## config.mk

```make
export PLATFORM = sky130hd
export DESIGN_NAME = lcd_mode_timing_sequencer
export DESIGN_NICKNAME = d
export VERILOG_FILES = /design/src/sv/lcdmts_pkg.sv /design/src/sv/lcd_mode_timing_sequencer.sv /design/src/sv/lcdmts_step.sv
export SDC_FILE = /design/constraint.sdc
export NUM_CORES = 1
export LEC_CHECK = 0
export BUFFER_PORTS_ARGS = -buffer_cell sky130_fd_sc_hd__buf_2
export CORE_MARGIN = 2
export CORE_UTILIZATION = 55
export DETAILED_ROUTE_END_ITERATION = 8
export HOLD_SLACK_MARGIN = 0.12
export MAX_ROUTING_LAYER = met4
export PLACE_DENSITY_LB_ADDON = 0.2
export SETUP_SLACK_MARGIN = 0.05
export SLEW_MARGIN = 10
export SYNTH_ARGS = -nofsm -noshare
export SYNTH_HDL_FRONTEND = slang
export SYNTH_SLANG_ARGS = --single-unit
```

## constraint.sdc

```tcl
create_clock -name clk -period 4.6 [get_ports clk]
set_input_delay 0.92 -clock clk [delete_from_list [all_inputs] [get_ports clk]]
set_output_delay 0.92 -clock clk [all_outputs]
set_load 0.01 [all_outputs]
```

## src/sv/lcdmts_pkg.sv

```systemverilog
// Shared types, register indexes and reset values for the LCD mode timing sequencer.
// No dependencies; used by lcdmts_step and lcd_mode_timing_sequencer.
`default_nettype none

package lcdmts_pkg;

    localparam int VISIBLE_LINES_DEF = 144;
    localparam int TOTAL_LINES_DEF   = 154;

    localparam int CFG_INDEX_W = 3;
    localparam int CFG_DATA_W  = 10;
    localparam int ACCUM_W     = 11;
    localparam int THR_W       = 10;

    typedef enum logic [1:0] {
        MODE_HBLANK = 2'd0,
        MODE_VBLANK = 2'd1,
        MODE_OAM    = 2'd2,
        MODE_DRAW   = 2'd3
    } mode_t;

    localparam logic [CFG_INDEX_W-1:0] REG_LCD_ENABLE    = 3'd0;
    localparam logic [CFG_INDEX_W-1:0] REG_LINE_COMPARE  = 3'd1;
    localparam logic [CFG_INDEX_W-1:0] REG_STAT_ENABLES  = 3'd2;
    localparam logic [CFG_INDEX_W-1:0] REG_OAM_CYCLES    = 3'd3;
    localparam logic [CFG_INDEX_W-1:0] REG_DRAW_CYCLES   = 3'd4;
    localparam logic [CFG_INDEX_W-1:0] REG_HBLANK_CYCLES = 3'd5;
    localparam logic [CFG_INDEX_W-1:0] REG_LINE_CYCLES   = 3'd6;

    // status source enable bits
    localparam int STAT_HBLANK = 0;
    localparam int STAT_VBLANK = 1;
    localparam int STAT_OAM    = 2;
    localparam int STAT_MATCH  = 3;

    localparam logic [THR_W-1:0]   OAM_CYCLES_RST    = 10'd80;
    localparam logic [THR_W-1:0]   DRAW_CYCLES_RST   = 10'd172;
    localparam logic [THR_W-1:0]   HBLANK_CYCLES_RST = 10'd204;
    localparam logic [THR_W-1:0]   LINE_CYCLES_RST   = 10'd456;
    localparam logic [7:0]         LINE_RST          = 8'd144;
    localparam logic [ACCUM_W-1:0] ACCUM_MAX         = 11'h7FF;

    typedef struct packed {
        logic             enable;
        logic [7:0]       line_compare;
        logic [3:0]       stat_enables;
        logic [THR_W-1:0] oam_cycles;
        logic [THR_W-1:0] draw_cycles;
        logic [THR_W-1:0] hblank_cycles;
        logic [THR_W-1:0] line_cycles;
    } cfg_t;

    typedef struct packed {
        mode_t              mode;
        logic [7:0]         line;
        logic [ACCUM_W-1:0] accum;
        logic               irq_level;
        logic               frame_pending;
    } state_t;

    typedef struct packed {
        logic         line_rendered;
        logic         frame_new;
        logic         stat_irq;
        logic         vblank_irq;
        logic         line_match;
        logic [7:0]   line;
        mode_t        mode;
    } result_t;

endpackage

`default_nettype wire

```

## src/sv/lcd_mode_timing_sequencer.sv

```systemverilog
// Top level of the LCD mode timing sequencer: stream ports, configuration registers,
// state and result registers. Depends on lcdmts_pkg and lcdmts_step.
//
// Each input transfer is one tick carrying elapsed cycles; the block adds them to an
// 11-bit saturating accumulator and makes at most one mode transition (OAM scan, draw,
// horizontal blank, next line, vertical blank, wrap), then returns one result transfer
// with mode, line, line-compare match and the interrupt and strobe flags. The state
// update is a single compare-and-subtract between the state registers and the result
// register, so a tick is accepted every cycle while the result register is empty or
// being drained and no configuration write is offered.
// Configuration writes are always ready and take precedence over ticks; writing
// lcd_enable low while it is high forces line 0, horizontal blank, clears the
// accumulator and the pending frame flag. Ticks while disabled change nothing but the
// frame acknowledge.
`default_nettype none

module lcd_mode_timing_sequencer #(
    parameter int VISIBLE_LINES = lcdmts_pkg::VISIBLE_LINES_DEF,
    parameter int TOTAL_LINES   = lcdmts_pkg::TOTAL_LINES_DEF
) (
    input  wire logic                               clk,
    input  wire logic                               rst_n,
    input  wire logic                               s_tvalid,
    output      logic                               s_tready,
    // [7:0] cycles, [8] frame_ack, [15:9] zero
    input  wire logic [15:0]                        s_tdata,
    output      logic                               m_tvalid,
    input  wire logic                               m_tready,
    // [1:0] mode, [9:2] line, [10] line_match, [11] vblank_irq, [12] stat_irq,
    // [13] frame_new, [14] line_rendered, [15] zero
    output      logic [15:0]                        m_tdata,
    input  wire logic                               cfg_valid,
    output      logic                               cfg_ready,
    input  wire logic [lcdmts_pkg::CFG_INDEX_W-1:0] cfg_index,
    input  wire logic [lcdmts_pkg::CFG_DATA_W-1:0]  cfg_data
);

    localparam logic [8:0] VIS_LINES = 9'(VISIBLE_LINES);

    lcdmts_pkg::cfg_t    cfg_reg;
    lcdmts_pkg::state_t  st_reg;
    lcdmts_pkg::state_t  st_next;
    lcdmts_pkg::result_t res_next;
    lcdmts_pkg::result_t res_reg;
    logic                out_valid_reg;
    logic                in_xfer;
    logic                cfg_xfer;

    // hold ticks off while a register write is offered
    assign s_tready  = (!out_valid_reg || m_tready) && !cfg_valid;
    assign in_xfer   = s_tvalid && s_tready;
    assign cfg_ready = 1'b1;
    assign cfg_xfer  = cfg_valid && cfg_ready;
    assign m_tvalid  = out_valid_reg;
    assign m_tdata   = {1'b0, res_reg};

    lcdmts_step #(
        .VISIBLE_LINES (VISIBLE_LINES),
        .TOTAL_LINES   (TOTAL_LINES)
    ) u_step (
        .st        (st_reg),
        .cfg       (cfg_reg),
        .cycles    (s_tdata[7:0]),
        .frame_ack (s_tdata[8]),
        .st_next   (st_next),
        .res       (res_next)
    );

    always_ff @(posedge clk or negedge rst_n)
    begin
        if (!rst_n)
        begin
            cfg_reg.enable        <= 1'b1;
            cfg_reg.line_compare  <= 8'd0;
            cfg_reg.stat_enables  <= 4'd0;
            cfg_reg.oam_cycles    <= lcdmts_pkg::OAM_CYCLES_RST;
            cfg_reg.draw_cycles   <= lcdmts_pkg::DRAW_CYCLES_RST;
            cfg_reg.hblank_cycles <= lcdmts_pkg::HBLANK_CYCLES_RST;
            cfg_reg.line_cycles   <= lcdmts_pkg::LINE_CYCLES_RST;
            st_reg.mode           <= lcdmts_pkg::MODE_VBLANK;
            st_reg.line           <= lcdmts_pkg::LINE_RST;
            st_reg.accum          <= '0;
            st_reg.irq_level      <= 1'b0;
            st_reg.frame_pending  <= 1'b0;
        end
        else if (cfg_xfer)
        begin
            case (cfg_index)
                lcdmts_pkg::REG_LCD_ENABLE:
                begin
                    // switching the display off parks the sequencer
                    if (cfg_reg.enable && !cfg_data[0])
                    begin
                        st_reg.line          <= 8'd0;
                        st_reg.mode          <= lcdmts_pkg::MODE_HBLANK;
                        st_reg.accum         <= '0;
                        st_reg.frame_pending <= 1'b0;
                    end
                    cfg_reg.enable <= cfg_data[0];
                end
                lcdmts_pkg::REG_LINE_COMPARE:  cfg_reg.line_compare  <= cfg_data[7:0];
                lcdmts_pkg::REG_STAT_ENABLES:  cfg_reg.stat_enables  <= cfg_data[3:0];
                lcdmts_pkg::REG_OAM_CYCLES:    cfg_reg.oam_cycles    <= cfg_data;
                lcdmts_pkg::REG_DRAW_CYCLES:   cfg_reg.draw_cycles   <= cfg_data;
                lcdmts_pkg::REG_HBLANK_CYCLES: cfg_reg.hblank_cycles <= cfg_data;
                lcdmts_pkg::REG_LINE_CYCLES:   cfg_reg.line_cycles   <= cfg_data;
                default:
                begin
                end
            endcase
        end
        else if (in_xfer)
        begin
            st_reg <= st_next;
        end
    end

    always_ff @(posedge clk or negedge rst_n)
    begin
        if (!rst_n)
            out_valid_reg <= 1'b0;
        else if (in_xfer)
            out_valid_reg <= 1'b1;
        else if (m_tready)
            out_valid_reg <= 1'b0;
    end

    // payload holds until the next transfer in
    always_ff @(posedge clk)
    begin
        if (in_xfer)
            res_reg <= res_next;
    end

`ifndef SYNTHESIS
    a_disabled_quiet: assert property (@(posedge clk) disable iff (!rst_n)
        in_xfer && !cfg_reg.enable |=> m_tdata[14:11] == 4'd0)
        else $error("flags raised on a tick while the display is off");

    a_vblank_mode: assert property (@(posedge clk) disable iff (!rst_n)
        m_tvalid && m_tdata[11] |-> m_tdata[1:0] == lcdmts_pkg::MODE_VBLANK)
        else $error("vblank_irq without vertical blank mode");

    a_rendered_mode: assert property (@(posedge clk) disable iff (!rst_n)
        m_tvalid && m_tdata[14] |-> m_tdata[1:0] == lcdmts_pkg::MODE_HBLANK)
        else $error("line_rendered without horizontal blank mode");

    a_frame_new_vblank: assert property (@(posedge clk) disable iff (!rst_n)
        m_tvalid && m_tdata[13] |-> m_tdata[11])
        else $error("new frame flag without vertical blank entry");

    a_visible_line: assert property (@(posedge clk) disable iff (!rst_n)
        st_reg.mode == lcdmts_pkg::MODE_OAM || st_reg.mode == lcdmts_pkg::MODE_DRAW
        |-> {1'b0, st_reg.line} < VIS_LINES)
        else $error("OAM scan or draw outside the visible lines");
`endif

endmodule

`default_nettype wire

```

## src/sv/lcdmts_step.sv

```systemverilog
// Next-state and result logic for one tick of the LCD mode timing sequencer.
// Depends on lcdmts_pkg.
`default_nettype none

module lcdmts_step #(
    parameter int VISIBLE_LINES = lcdmts_pkg::VISIBLE_LINES_DEF,
    parameter int TOTAL_LINES   = lcdmts_pkg::TOTAL_LINES_DEF
) (
    input  wire lcdmts_pkg::state_t  st,
    input  wire lcdmts_pkg::cfg_t    cfg,
    input  wire logic [7:0]          cycles,
    input  wire logic                frame_ack,
    output lcdmts_pkg::state_t       st_next,
    output lcdmts_pkg::result_t      res
);

    localparam logic [8:0] VIS_LINES = 9'(VISIBLE_LINES);
    localparam logic [8:0] TOT_LINES = 9'(TOTAL_LINES);

    logic [lcdmts_pkg::ACCUM_W:0]     sum;
    logic [lcdmts_pkg::ACCUM_W-1:0]   acc;
    logic [lcdmts_pkg::THR_W-1:0]     thr;
    logic [8:0]                       next_line;
    logic                             leave;
    logic                             cond;

    always_comb
    begin
        sum       = {1'b0, st.accum} + {{(lcdmts_pkg::ACCUM_W - 7){1'b0}}, cycles};
        acc       = sum[lcdmts_pkg::ACCUM_W] ? lcdmts_pkg::ACCUM_MAX
                                             : sum[lcdmts_pkg::ACCUM_W-1:0];
        next_line = {1'b0, st.line} + 9'd1;

        case (st.mode)
            lcdmts_pkg::MODE_OAM:    thr = cfg.oam_cycles;
            lcdmts_pkg::MODE_DRAW:   thr = cfg.draw_cycles;
            lcdmts_pkg::MODE_HBLANK: thr = cfg.hblank_cycles;
            default:                 thr = cfg.line_cycles;
        endcase
        leave = acc >= {1'b0, thr};

        st_next           = st;
        res.vblank_irq    = 1'b0;
        res.stat_irq      = 1'b0;
        res.frame_new     = 1'b0;
        res.line_rendered = 1'b0;
        cond              = 1'b0;

        // acknowledge lands before the tick, also while the display is off
        if (frame_ack)
            st_next.frame_pending = 1'b0;

        if (cfg.enable)
        begin
            st_next.accum = leave ? acc - {1'b0, thr} : acc;
            if (leave)
            begin
                case (st.mode)
                    lcdmts_pkg::MODE_OAM:
                    begin
                        st_next.mode = lcdmts_pkg::MODE_DRAW;
                    end
                    lcdmts_pkg::MODE_DRAW:
                    begin
                        st_next.mode      = lcdmts_pkg::MODE_HBLANK;
                        res.line_rendered = 1'b1;
                    end
                    lcdmts_pkg::MODE_HBLANK:
                    begin
                        st_next.line = next_line[7:0];
                        if (next_line >= VIS_LINES)
                        begin
                            st_next.mode   = lcdmts_pkg::MODE_VBLANK;
                            res.vblank_irq = 1'b1;
                            if (!st_next.frame_pending)
                            begin
                                st_next.frame_pending = 1'b1;
                                res.frame_new         = 1'b1;
                            end
                        end
                        else
                        begin
                            st_next.mode = lcdmts_pkg::MODE_OAM;
                        end
                    end
                    default:
                    begin
                        if (next_line >= TOT_LINES)
                        begin
                            st_next.line = 8'd0;
                            st_next.mode = lcdmts_pkg::MODE_OAM;
                        end
                        else
                        begin
                            st_next.line = next_line[7:0];
                        end
                    end
                endcase
            end

            // sample the combined status condition after the update
            cond = (cfg.stat_enables[lcdmts_pkg::STAT_HBLANK]
                        && st_next.mode == lcdmts_pkg::MODE_HBLANK)
                || (cfg.stat_enables[lcdmts_pkg::STAT_VBLANK]
                        && st_next.mode == lcdmts_pkg::MODE_VBLANK)
                || (cfg.stat_enables[lcdmts_pkg::STAT_OAM]
                        && st_next.mode == lcdmts_pkg::MODE_OAM)
                || (cfg.stat_enables[lcdmts_pkg::STAT_MATCH]
                        && st_next.line == cfg.line_compare);
            res.stat_irq      = cond && !st.irq_level;
            st_next.irq_level = cond;
        end

        res.mode       = st_next.mode;
        res.line       = st_next.line;
        res.line_match = st_next.line == cfg.line_compare;
    end

endmodule

`default_nettype wire
```

==> impl_metrics.py, run 1 <==
metrics = {
    "worst_setup_path": {
        "crit_slowest_cell": "sky130_fd_sc_hd__fa_2",
        "arrival_ns": 4.89,
        "cp-end-kind": "flop",
        "worstSetupPathDepth": 17,
        "crit_path_cell_trace": "buf_6, ha_4, fa_2, a211oi_2, o21ai_2, xnor2_1, nand2_1, ha_4, a2111o_1, o21a_2, or3_4, a21oi_4, nor3_2, a221o_1, a2111oi_4, a41oi_2, nor3_2",
        "critical-path-max-stage-delay_ns": 0.42,
        "worst-path-max-fanout": 3,
        "setup.worst_path.class": "primary input to flop",
        "worstRegToRegCells": 16,
        "critPathLaunchType": "primary input",
        "critical-path-top-delay-family": "compound AO/OA/AOI/OAI gates",
        "worstPathBufferInverterCount": 1,
        "cp.required_ns": 4.81,
    },
    "min_path": {
        "min-delay-path-class": "flop to flop",
        "hold_path_depth": 2,
    },
    "floorplan": {
        "fp.dieH_um": 108,
        "die-area_mm2": 0.0117,
        "io_pins": 53,
        "std_cell_rows": 38,
        "die_w_um": 108,
        "core_mm2": 0.0107,
        "starting_utilization_of_the_core_area_pct": 55.8,
    },
    "grt": {
        "antenna_violations_before_repair": 0,
        "globalRoute.totalOverflow": 0,
        "via_count_of_the_first_global_routing_pass": 5263,
        "global_route.usage.total_pct": 30.2,
        "grt_first_pass_wirelength_um": 26500,
        "grt_max_degree": 78,
    },
    "synthesis": {
        "dominantRegCellSynth": "sky130_fd_sc_hd__dfrtp_1",
        "yosysMostFrequentCell": "sky130_fd_sc_hd__dfrtp_1",
        "ys.warnings.count": 0,
        "mappedNetlistArea_mm2": 0.00599,
        "ys_ff_latch": 92,
        "synth.lib_cells_used.distinct": 67,
        "yosysSeqAreaShare_pct": 40.0,
        "synth-async-reset-ratio_pct": 83.7,
        "syn_nets": 662,
        "synth-edff-count": 15,
        "yosys-top-cells-count": "sky130_fd_sc_hd__dfrtp_1 (59), sky130_fd_sc_hd__mux2_2 (53), sky130_fd_sc_hd__nand2_1 (47)",
        "syn-mean-instance-area_um2": 9.89,
        "yosys.area.top_type_share_pct": 24.6,
        "largest_area_contributor_in_the_netlist": "sky130_fd_sc_hd__dfrtp_1",
        "synth_cells": 606,
        "synth.area.top_cells": "sky130_fd_sc_hd__dfrtp_1 (25%), sky130_fd_sc_hd__mux2_2 (10%), sky130_fd_sc_hd__dfstp_2 (7.9%)",
    },
    "timing": {
        "slew_headroom_pct": 17.4,
        "setup_viol": 3,
        "layout_setup_ws_ns": -0.0778,
        "period_share_pct": 102,
        "final.min_clock_period_ns": 4.68,
        "hold_viol": 0,
        "timing.clock.skew_ns": 0.0272,
        "slew_viol_final": 0,
        "rsz0062_at_grt": "yes",
        "fmaxAchievable_mhz": 214,
        "worst_pin_slew_ns": 1.23,
    },
    "outcome": {
        "failing_checks": "setup timing",
        "run_status": "finished with violations",
    },
    "routing": {
        "avgViaCountPerCell": 6.09,
        "post-route-drc-count": 0,
        "routed_wire_length_per_instance_um": 19.1,
        "vias": 5241,
        "routed_wirelength_um": 16400,
        "initialDrtViolationCount": 395,
        "first_pass_iters": 5,
        "ant_nets": 0,
    },
    "place": {
        "place_inst": 828,
        "numPortBuffers": 43,
        "hpwlAfterDp_um": 12000,
        "globalplace.congestion": 0.938,
        "detailed_place.area_mm2": 0.00695,
        "preCtsSetupSlack_ns": -0.602,
    },
    "clock_tree": {
        "number_of_levels_in_the_clock_h_tree": 3,
        "numCtsBuffers": 9,
        "cts_num_sinks": 92,
        "clock-root-buffer": "sky130_fd_sc_hd__clkbuf_8",
        "clkLatencyLatePin_ns": 0.39,
        "clock_path_buffers": 2,
        "tritoncts": "done",
        "clkTransAtPathRegs_ns": 0.12,
        "postCtsHoldBufs": 0,
    },
    "final_layout": {
        "instances_no_fill": 861,
        "num-fill-cells": 827,
        "largest_register_ff_count": 53,
        "utilization_pct": 69.6,
        "antenna_cells": 0,
        "syn2layout_area_growth_pct": 24.8,
        "layout.area.seq_mm2": 0.00240,
        "count_of_nets_after_finishing": 772,
        "final_area_mm2": 0.00748,
        "multi_input_comb_area_mm2": 0.00367,
        "final_layout_size_suffix_gt1_share_pct": 40.2,
    },
    "power": {
        "power_per_cell_area_mw_per_mm2": 811,
        "power_leakage_nw": 3.21,
        "irDropWorstVdd_mv": 0.419,
    },
    "flow_run": {
        "cap_viol_max_count": 0,
    },
}
## layer usage
layer	vias to the layer above	routed length, um	GRT usage, %	share of wire, %
li1	2447	-	-	-
met1	2577	7460	40.6	45
met2	188	7580	46.6	46
met3	29	1120	6.27	6.8
met4	0	240	8.52	1.5
met5	-	0	-	0
## repair_timing
action                                  in CTS  in global routing
resized for setup                           16                 25
setup buffers                                9                  8
pin swaps                                    9                  7
endpoints found under the setup margin       3                 10
## cell type report
class / count / share of cell area (%)
multi-input cells: 451 / 49.0
well taps: 140 / 2.34
clock buffers: 10 / 1.84
inverters: 25 / 1.25
clock inverters: 6 / 0.820
flip-flops and latches: 92 / 32.1
repair buffers: 137 / 12.6
## power by group
group / leakage, nW / internal [mW] / switching [mW] / total [mW]
sequential: 1.06 / 1.05 / 0.230 / 1.28
combinational: 2.06 / 2.17 / 2.06 / 4.22
clock: 0.101 / 0.229 / 0.331 / 0.559
## worst min-delay path, delay by kind of cell, from the launching register on
| kind | cells | cell delay (ns) |
|---|---|---|
| flops | 1 | 0.37 |
| simple gates | 1 | 0.05 |
| compound gates | 1 | 0.06 |
## cells by family after synthesis
family / Yosys count / synth area share [%]
compound gates: 162 / 17.9
flops: 92 / 40.0
xor+xnor: 22 / 3.22
buf+inv: 63 / 4.26
simple gates: 169 / 14.1
fa+ha+maj: 22 / 4.84
other cells: 2 / 0.125
mux: 74 / 15.6
## cells in the final DEF, fill, tap and decap left out, drive strengths merged, types with 11 or more instances in the layout
| cell | n |
|---|---|
| nand2 | 47 |
| inv | 30 |
| nor3 | 14 |
| nand3 | 13 |
| mux2i | 11 |
| a21oi | 44 |
| dfrtp | 59 |
| a22o | 12 |
| o21ai | 46 |
| dfstp | 18 |
| mux2 | 53 |
| edfxtp | 15 |
| nor2 | 38 |
| buf | 137 |
| xnor2 | 14 |
| ha | 20 |
## final timing paths
path	from	to	slack, ns
min in group asynchronous	rst_n	st_reg[7]	0.68
max in group asynchronous	rst_n	st_reg[16]	3.27
min	st_reg[7]	st_reg[7]	0.50
max reg2reg	st_reg[2]	m_tdata[12]	0.13
max	s_tdata[0]	m_tdata[12]	-0.08
min reg2reg	st_reg[7]	st_reg[7]	0.50
## through the flow
step | hold WS (ns) | TNS (ns) | power, mW
after floorplan | 0.454 | 0 | 3.66
after CTS | 0.508 | -0.0176 | 5.78
after global placement | 0.474 | -2.93 | 4.90
after global routing | 0.528 | -0.566 | 6.48
final | 0.502 | -0.182 | 6.07
after detailed placement | 0.482 | -4.93 | 5.04
No activity file was read; power rests on OpenSTA's default activity.
==> inputs of run 2 (changes only) <==
- RECOVER_POWER: default -> 100
==> run 2 against run 1 <==
The run ends with capacitance limit, slew limit, setup timing left; sequential share of layout area up 0.15 points; worst hold slack about the same; first-iteration DRC count down 1.3%; flip-flop and latch count unchanged; register-to-register slack about the same; critical path type unchanged; largest power group unchanged; highest routed layer unchanged.
==> impl_metrics.py, run 2 (synthesis gave the netlist of run 1 again) <==
metrics = {
    "outcome": {
        "run_status": "finished with violations",
        "failing_checks": "capacitance limit, slew limit, setup timing",
    },
    "final_layout": {
        "instances_no_fill": 861,
        "final_layout_size_suffix_gt1_share_pct": 37.3,
        "layout.cells.most_common": "sky130_fd_sc_hd__buf_4",
        "num-fill-cells": 835,
        "most-common-layout-cells": "sky130_fd_sc_hd__buf_4 (89), sky130_fd_sc_hd__dfrtp_1 (59), sky130_fd_sc_hd__mux2_2 (53)",
        "final_area_mm2": 0.00745,
        "antenna_cells": 0,
        "utilization_pct": 69.3,
        "largest_register_ff_count": 53,
        "layout.area.seq_mm2": 0.00240,
        "multi_input_comb_area_mm2": 0.00367,
        "count_of_nets_after_finishing": 772,
        "syn2layout_area_growth_pct": 24.3,
    },
    "timing": {
        "hold_viol": 0,
        "holdWs_ns": 0.502,
        "period_share_pct": 102,
        "fmaxAchievable_mhz": 213,
        "slew_viol_final": 78,
        "layout_setup_ws_ns": -0.0882,
        "rsz0062_at_grt": "yes",
        "final.min_clock_period_ns": 4.69,
        "slew_headroom_pct": -29.1,
        "final.setup.tns_ns": -0.208,
        "worst_pin_slew_ns": 1.94,
        "setup_viol": 3,
        "timing.clock.skew_ns": 0.0276,
    },
    "min_path": {
        "min-delay-path-class": "flop to flop",
        "hold_end": "st_reg[7]",
        "hold_path_depth": 2,
        "min-delay-start": "st_reg[7]",
    },
    "clock_tree": {
        "clkTransAtPathRegs_ns": 0.12,
        "tritoncts": "done",
        "cts_num_sinks": 92,
        "numCtsBuffers": 9,
        "postCtsHoldBufs": 0,
        "clock-root-buffer": "sky130_fd_sc_hd__clkbuf_8",
        "number_of_levels_in_the_clock_h_tree": 3,
        "clkLatencyLatePin_ns": 0.39,
        "clock_path_buffers": 2,
    },
    "power": {
        "switching_share_pct": 43.2,
        "clockPowerShare_pct": 9.2,
        "share_comb_of_total_power_pct": 69.6,
        "power.sequential.fraction_pct": 21.2,
        "p_int_mw": 3.44,
        "power_per_cell_area_mw_per_mm2": 814,
        "power.net_switching_mw": 2.61,
        "irDropWorstVdd_mv": 0.419,
        "power_leakage_nw": 3.15,
        "finalPower_mw": 6.06,
    },
    "worst_setup_path": {
        "critical-path-max-stage-delay_ns": 0.42,
        "crit_slowest_cell": "sky130_fd_sc_hd__fa_2",
        "worst_reg_to_reg_setup_slack_ns": 0.12,
        "worst-path-max-fanout": 3,
        "critPathLaunchType": "primary input",
        "rr_endpoint": "m_tdata[12]",
        "arrival_ns": 4.90,
        "r2r_start": "st_reg[2]",
        "crit_path_cell_trace": "buf_6, ha_4, fa_2, a211oi_2, o21ai_2, xnor2_1, nand2_1, ha_4, a2111o_1, o21a_2, or3_4, a21oi_4, nor3_2, a221o_1, a2111oi_4, a41oi_2, nor3_2",
        "worstRegToRegCells": 16,
        "worstPathBufferInverterCount": 1,
        "cp-end-kind": "flop",
        "setup.worst_path.class": "primary input to flop",
        "critical-path-top-delay-family": "compound AO/OA/AOI/OAI gates",
        "cp.required_ns": 4.81,
    },
    "floorplan": {
        "fp.dieH_um": 108,
        "core_mm2": 0.0107,
        "die-area_mm2": 0.0117,
        "starting_utilization_of_the_core_area_pct": 55.8,
        "io_pins": 53,
        "std_cell_rows": 38,
        "die_w_um": 108,
    },
    "flow_run": {
        "cap_viol_max_count": 1,
    },
    "routing": {
        "post-route-drc-count": 0,
        "ant_nets": 0,
        "routed_wirelength_um": 16400,
        "routed_wire_length_per_instance_um": 19.0,
        "first_pass_iters": 5,
        "initialDrtViolationCount": 390,
        "vias": 5238,
        "avgViaCountPerCell": 6.08,
    },
    "place": {
        "numPortBuffers": 43,
        "place_inst": 828,
        "preCtsSetupSlack_ns": -0.602,
        "hpwlAfterDp_um": 12000,
        "detailed_place.area_mm2": 0.00695,
        "globalplace.congestion": 0.938,
    },
    "grt": {
        "via_count_of_the_first_global_routing_pass": 5263,
        "globalRoute.totalOverflow": 0,
        "grt_max_degree": 78,
        "global_route.usage.total_pct": 30.2,
        "antenna_violations_before_repair": 0,
        "grt_first_pass_wirelength_um": 26500,
    },
}
[run 2: cell types whose count changed in the layout (fill, tap and decap cells not counted), sizes merged]
cell / previous run / this run
clkbuf: 10 / 32
buf: 137 / 115
[run 2: layer usage]
layer	GRT usage (%)	vias to the layer above	part of all wire, %
met5	-	-	0
met2	46.6	179	46
met3	6.27	27	7.0
li1	-	2450	-
met1	40.6	2582	45
met4	8.52	0	1.4
[run 2: worst max-delay path by stage]
stage | startpoint | endpoint | depth (start not counted)
2_1_floorplan | s_tdata[0] | m_tdata[12] | 16
3_3_place_gp | s_tdata[0] | m_tdata[10] | 20
3_5_place_dp | s_tdata[0] | m_tdata[12] | 19
4_1_cts | s_tdata[0] | m_tdata[10] | 18
5_1_grt | s_tdata[0] | m_tdata[10] | 20
6_report | s_tdata[0] | m_tdata[12] | 17
[run 2: power by group through the flow]
stage               Sequential (mW)  Combinational [mW]  Clock, mW
floorplan                      1.17                2.49          0
global placement               1.27                3.63          0
detailed placement             1.29                3.75          0
CTS                            1.28                3.94      0.566
global route                   1.32                4.56      0.603
finish                         1.28                4.22      0.558
[run 2: worst reg2reg max path, cell delays in order, from the launching register on]
cell	delay [ns]
sky130_fd_sc_hd__dfrtp_1	0.42
sky130_fd_sc_hd__ha_4	0.18
sky130_fd_sc_hd__fa_2	0.42
sky130_fd_sc_hd__a211oi_2	0.22
sky130_fd_sc_hd__o21ai_2	0.11
sky130_fd_sc_hd__xnor2_1	0.16
sky130_fd_sc_hd__nand2_1	0.14
sky130_fd_sc_hd__ha_4	0.27
sky130_fd_sc_hd__a2111o_1	0.38
sky130_fd_sc_hd__o21a_2	0.26
sky130_fd_sc_hd__or3_4	0.36
sky130_fd_sc_hd__a21oi_4	0.21
sky130_fd_sc_hd__nor3_2	0.06
sky130_fd_sc_hd__a221o_1	0.36
sky130_fd_sc_hd__a2111oi_4	0.35
sky130_fd_sc_hd__a41oi_2	0.23
sky130_fd_sc_hd__nor3_2	0.20
[run 2: layout make-up]
type,instances,area share (%)
Clock buffer,10,1.85
Tap cell,140,2.35
Timing Repair Buffer,137,12.2
Inverter,25,1.26
Sequential cell,92,32.2
Clock inverter,6,0.823
Multi-Input combinational cell,451,49.3
[run 2: timing repair]
| action | 4_1_cts | 5_1_grt |
|---|---|---|
| buffers inserted | 9 | 8 |
| gates cloned | 0 | 0 |
| pin swaps | 9 | 7 |
| gates resized for setup | 16 | 25 |
| endpoints found under the setup margin | 3 | 10 |
==> inputs of run 3 (changes only) <==
- BUFFER_PORTS_ARGS: -buffer_cell sky130_fd_sc_hd__buf_2 -> -buffer_cell sky130_fd_sc_hd__clkbuf_2
- SLEW_MARGIN: 10 -> default
==> run 3 against run 2 <==
The flow still finishes with violations (capacitance limit, slew limit, setup timing); final cell count fell by 0.93%; sequential share of layout area fell by 0.31 points; clock skew fell by 0.0096 ns; clock power rose by 11%; flip-flop and latch count did not move; critical path type unchanged; highest routed layer unchanged.
==> impl_metrics.py, run 3 (synthesis gave the netlist of run 1 again) <==
metrics = {
    "place": {
        "hpwlAfterDp_um": 11500,
        "place_inst": 822,
        "globalplace.congestion": 0.960,
        "detailed_place.area_mm2": 0.00691,
        "preCtsSetupSlack_ns": -0.641,
        "numPortBuffers": 43,
    },
    "power": {
        "finalPower_mw": 6.16,
        "clockPowerShare_pct": 10.1,
        "share_comb_of_total_power_pct": 69.2,
        "power.net_switching_mw": 2.70,
        "power.sequential.fraction_pct": 20.7,
        "irDropWorstVdd_mv": 0.445,
        "power_per_cell_area_mw_per_mm2": 819,
        "switching_share_pct": 43.9,
        "p_int_mw": 3.46,
        "power_leakage_nw": 3.14,
    },
    "worst_setup_path": {
        "setup.worst_path.class": "primary input to flop",
        "crit_path_cell_trace": "buf_6, ha_4, buf_4, a21oi_4, nor2_4, o21ai_4, nand2_2, buf_6, and3_4, nor2_4, ha_2, nor2b_2, o31a_1, o21a_4, or3_4, a21oi_4, nor3_2, a221o_1, a2111oi_4, a41oi_2, nor3_2",
        "worstPathBufferInverterCount": 3,
        "cp-end-kind": "flop",
        "worst-path-max-fanout": 4,
        "cp.required_ns": 4.83,
        "arrival_ns": 4.87,
        "critPathLaunchType": "primary input",
        "critical-path-max-stage-delay_ns": 0.41,
        "crit_slowest_cell": "sky130_fd_sc_hd__a2111oi_4",
        "critical-path-top-delay-family": "compound AO/OA/AOI/OAI gates",
    },
    "outcome": {
        "run_status": "finished with violations",
        "failing_checks": "capacitance limit, slew limit, setup timing",
    },
    "floorplan": {
        "die_w_um": 108,
        "core_mm2": 0.0107,
        "io_pins": 53,
        "std_cell_rows": 38,
        "die-area_mm2": 0.0117,
        "fp.dieH_um": 108,
        "starting_utilization_of_the_core_area_pct": 55.8,
    },
    "final_layout": {
        "final_layout_size_suffix_gt1_share_pct": 37.7,
        "antenna_cells": 0,
        "num-fill-cells": 833,
        "count_of_nets_after_finishing": 764,
        "largest_register_ff_count": 53,
        "layout.cells.most_common": "sky130_fd_sc_hd__buf_4",
        "instances_no_fill": 853,
        "final_area_mm2": 0.00752,
        "most-common-layout-cells": "sky130_fd_sc_hd__buf_4 (80), sky130_fd_sc_hd__dfrtp_1 (59), sky130_fd_sc_hd__mux2_2 (52)",
        "syn2layout_area_growth_pct": 25.4,
    },
    "routing": {
        "first_pass_iters": 5,
        "initialDrtViolationCount": 418,
        "avgViaCountPerCell": 6.14,
        "post-route-drc-count": 0,
        "routed_wire_length_per_instance_um": 19.1,
        "vias": 5240,
        "ant_nets": 0,
        "routed_wirelength_um": 16300,
    },
    "timing": {
        "holdWs_ns": 0.516,
        "slew_headroom_pct": -30.7,
        "fmaxAchievable_mhz": 216,
        "period_share_pct": 101,
        "hold_viol": 0,
        "worst_pin_slew_ns": 1.96,
        "layout_setup_ws_ns": -0.0397,
        "rsz0062_at_grt": "yes",
        "setup_viol": 2,
        "final.min_clock_period_ns": 4.64,
        "timing.clock.skew_ns": 0.0180,
        "slew_viol_final": 78,
    },
    "clock_tree": {
        "numCtsBuffers": 9,
        "clock-root-buffer": "sky130_fd_sc_hd__clkbuf_8",
        "clock_path_buffers": 2,
        "clkLatencyLatePin_ns": 0.39,
        "cts_num_sinks": 92,
        "postCtsHoldBufs": 0,
        "tritoncts": "done",
        "clkTransAtPathRegs_ns": 0.11,
        "number_of_levels_in_the_clock_h_tree": 3,
    },
    "grt": {
        "antenna_violations_before_repair": 0,
        "via_count_of_the_first_global_routing_pass": 5063,
        "global_route.usage.total_pct": 29.9,
        "globalRoute.totalOverflow": 0,
        "grt_max_degree": 78,
        "grt_first_pass_wirelength_um": 26100,
    },
    "flow_run": {
        "cap_viol_max_count": 1,
    },
    "min_path": {
        "min-delay-path-class": "flop to flop",
    },
}
run 3: worst paths after layout:
check	startpoint	to	slack (ns)	cells after the start
worst min register to register	cfg_reg[26]	cfg_reg[26]	0.52	1
max in group asynchronous	rst_n	st_reg[16]	2.36	1
min in group asynchronous	rst_n	st_reg[7]	1.06	1
worst max-delay path	s_tdata[0]	m_tdata[12]	-0.04	21
worst min-delay path	cfg_reg[26]	cfg_reg[26]	0.52	1
worst max register to register	st_reg[2]	m_tdata[12]	0.15	20
run 3: power by group through the flow:
stage	logic [mW]	registers, mW	clock network, mW
detailed placement	3.68	1.28	0
global route	4.62	1.31	0.661
floorplan	2.49	1.17	0
global placement	3.57	1.27	0
CTS	3.87	1.27	0.629
finish	4.26	1.28	0.620
run 3: layer usage:
metal | global-route usage [%] | part of all wire [%] | routed length, um
met1 | 41.6 | 46 | 7430
met5 | - | 0 | 0
met3 | 4.70 | 6.7 | 1090
met2 | 45.5 | 46 | 7490
met4 | 8.42 | 1.5 | 244
run 3: per-stage QoR:
step / setup TNS (ns) / util [%]
final: -0.0779 / 70.0
after global routing: -0.523 / 70.0
after CTS: 0 / 68.0
after detailed placement: -3.70 / 64.3
after global placement: -2.26 / 64.3
after floorplan: 0 / -
run 3: worst register-to-register path: stages (launching register included):
cell	delay, ns
sky130_fd_sc_hd__dfrtp_1	0.43
sky130_fd_sc_hd__ha_4	0.19
sky130_fd_sc_hd__buf_4	0.14
sky130_fd_sc_hd__a21oi_4	0.19
sky130_fd_sc_hd__nor2_4	0.08
sky130_fd_sc_hd__o21ai_4	0.17
sky130_fd_sc_hd__nand2_2	0.11
sky130_fd_sc_hd__buf_6	0.14
sky130_fd_sc_hd__and3_4	0.18
sky130_fd_sc_hd__nor2_4	0.10
sky130_fd_sc_hd__ha_2	0.20
sky130_fd_sc_hd__nor2b_2	0.05
sky130_fd_sc_hd__o31a_1	0.31
sky130_fd_sc_hd__o21a_4	0.25
sky130_fd_sc_hd__or3_4	0.35
sky130_fd_sc_hd__a21oi_4	0.22
sky130_fd_sc_hd__nor3_2	0.08
sky130_fd_sc_hd__a221o_1	0.37
sky130_fd_sc_hd__a2111oi_4	0.41
sky130_fd_sc_hd__a41oi_2	0.23
sky130_fd_sc_hd__nor3_2	0.14
run 3: repair_timing:
action,in CTS,in global routing
setup buffers,9,6
pin swaps,9,17
resized for setup,22,39
endpoints found under the setup margin,3,6
run 3: cell type report:
| type | instances | area (um^2) | area share [%] |
|---|---|---|---|
| clock buffers | 9 | 124 | 1.65 |
| flip-flops and latches | 92 | 2400 | 31.9 |
| clock inverters | 7 | 100 | 1.33 |
| repair buffers | 129 | 850 | 11.3 |
| well taps | 140 | 175 | 2.33 |
| inverters | 25 | 93.8 | 1.25 |
| multi-input cells | 451 | 3780 | 50.2 |
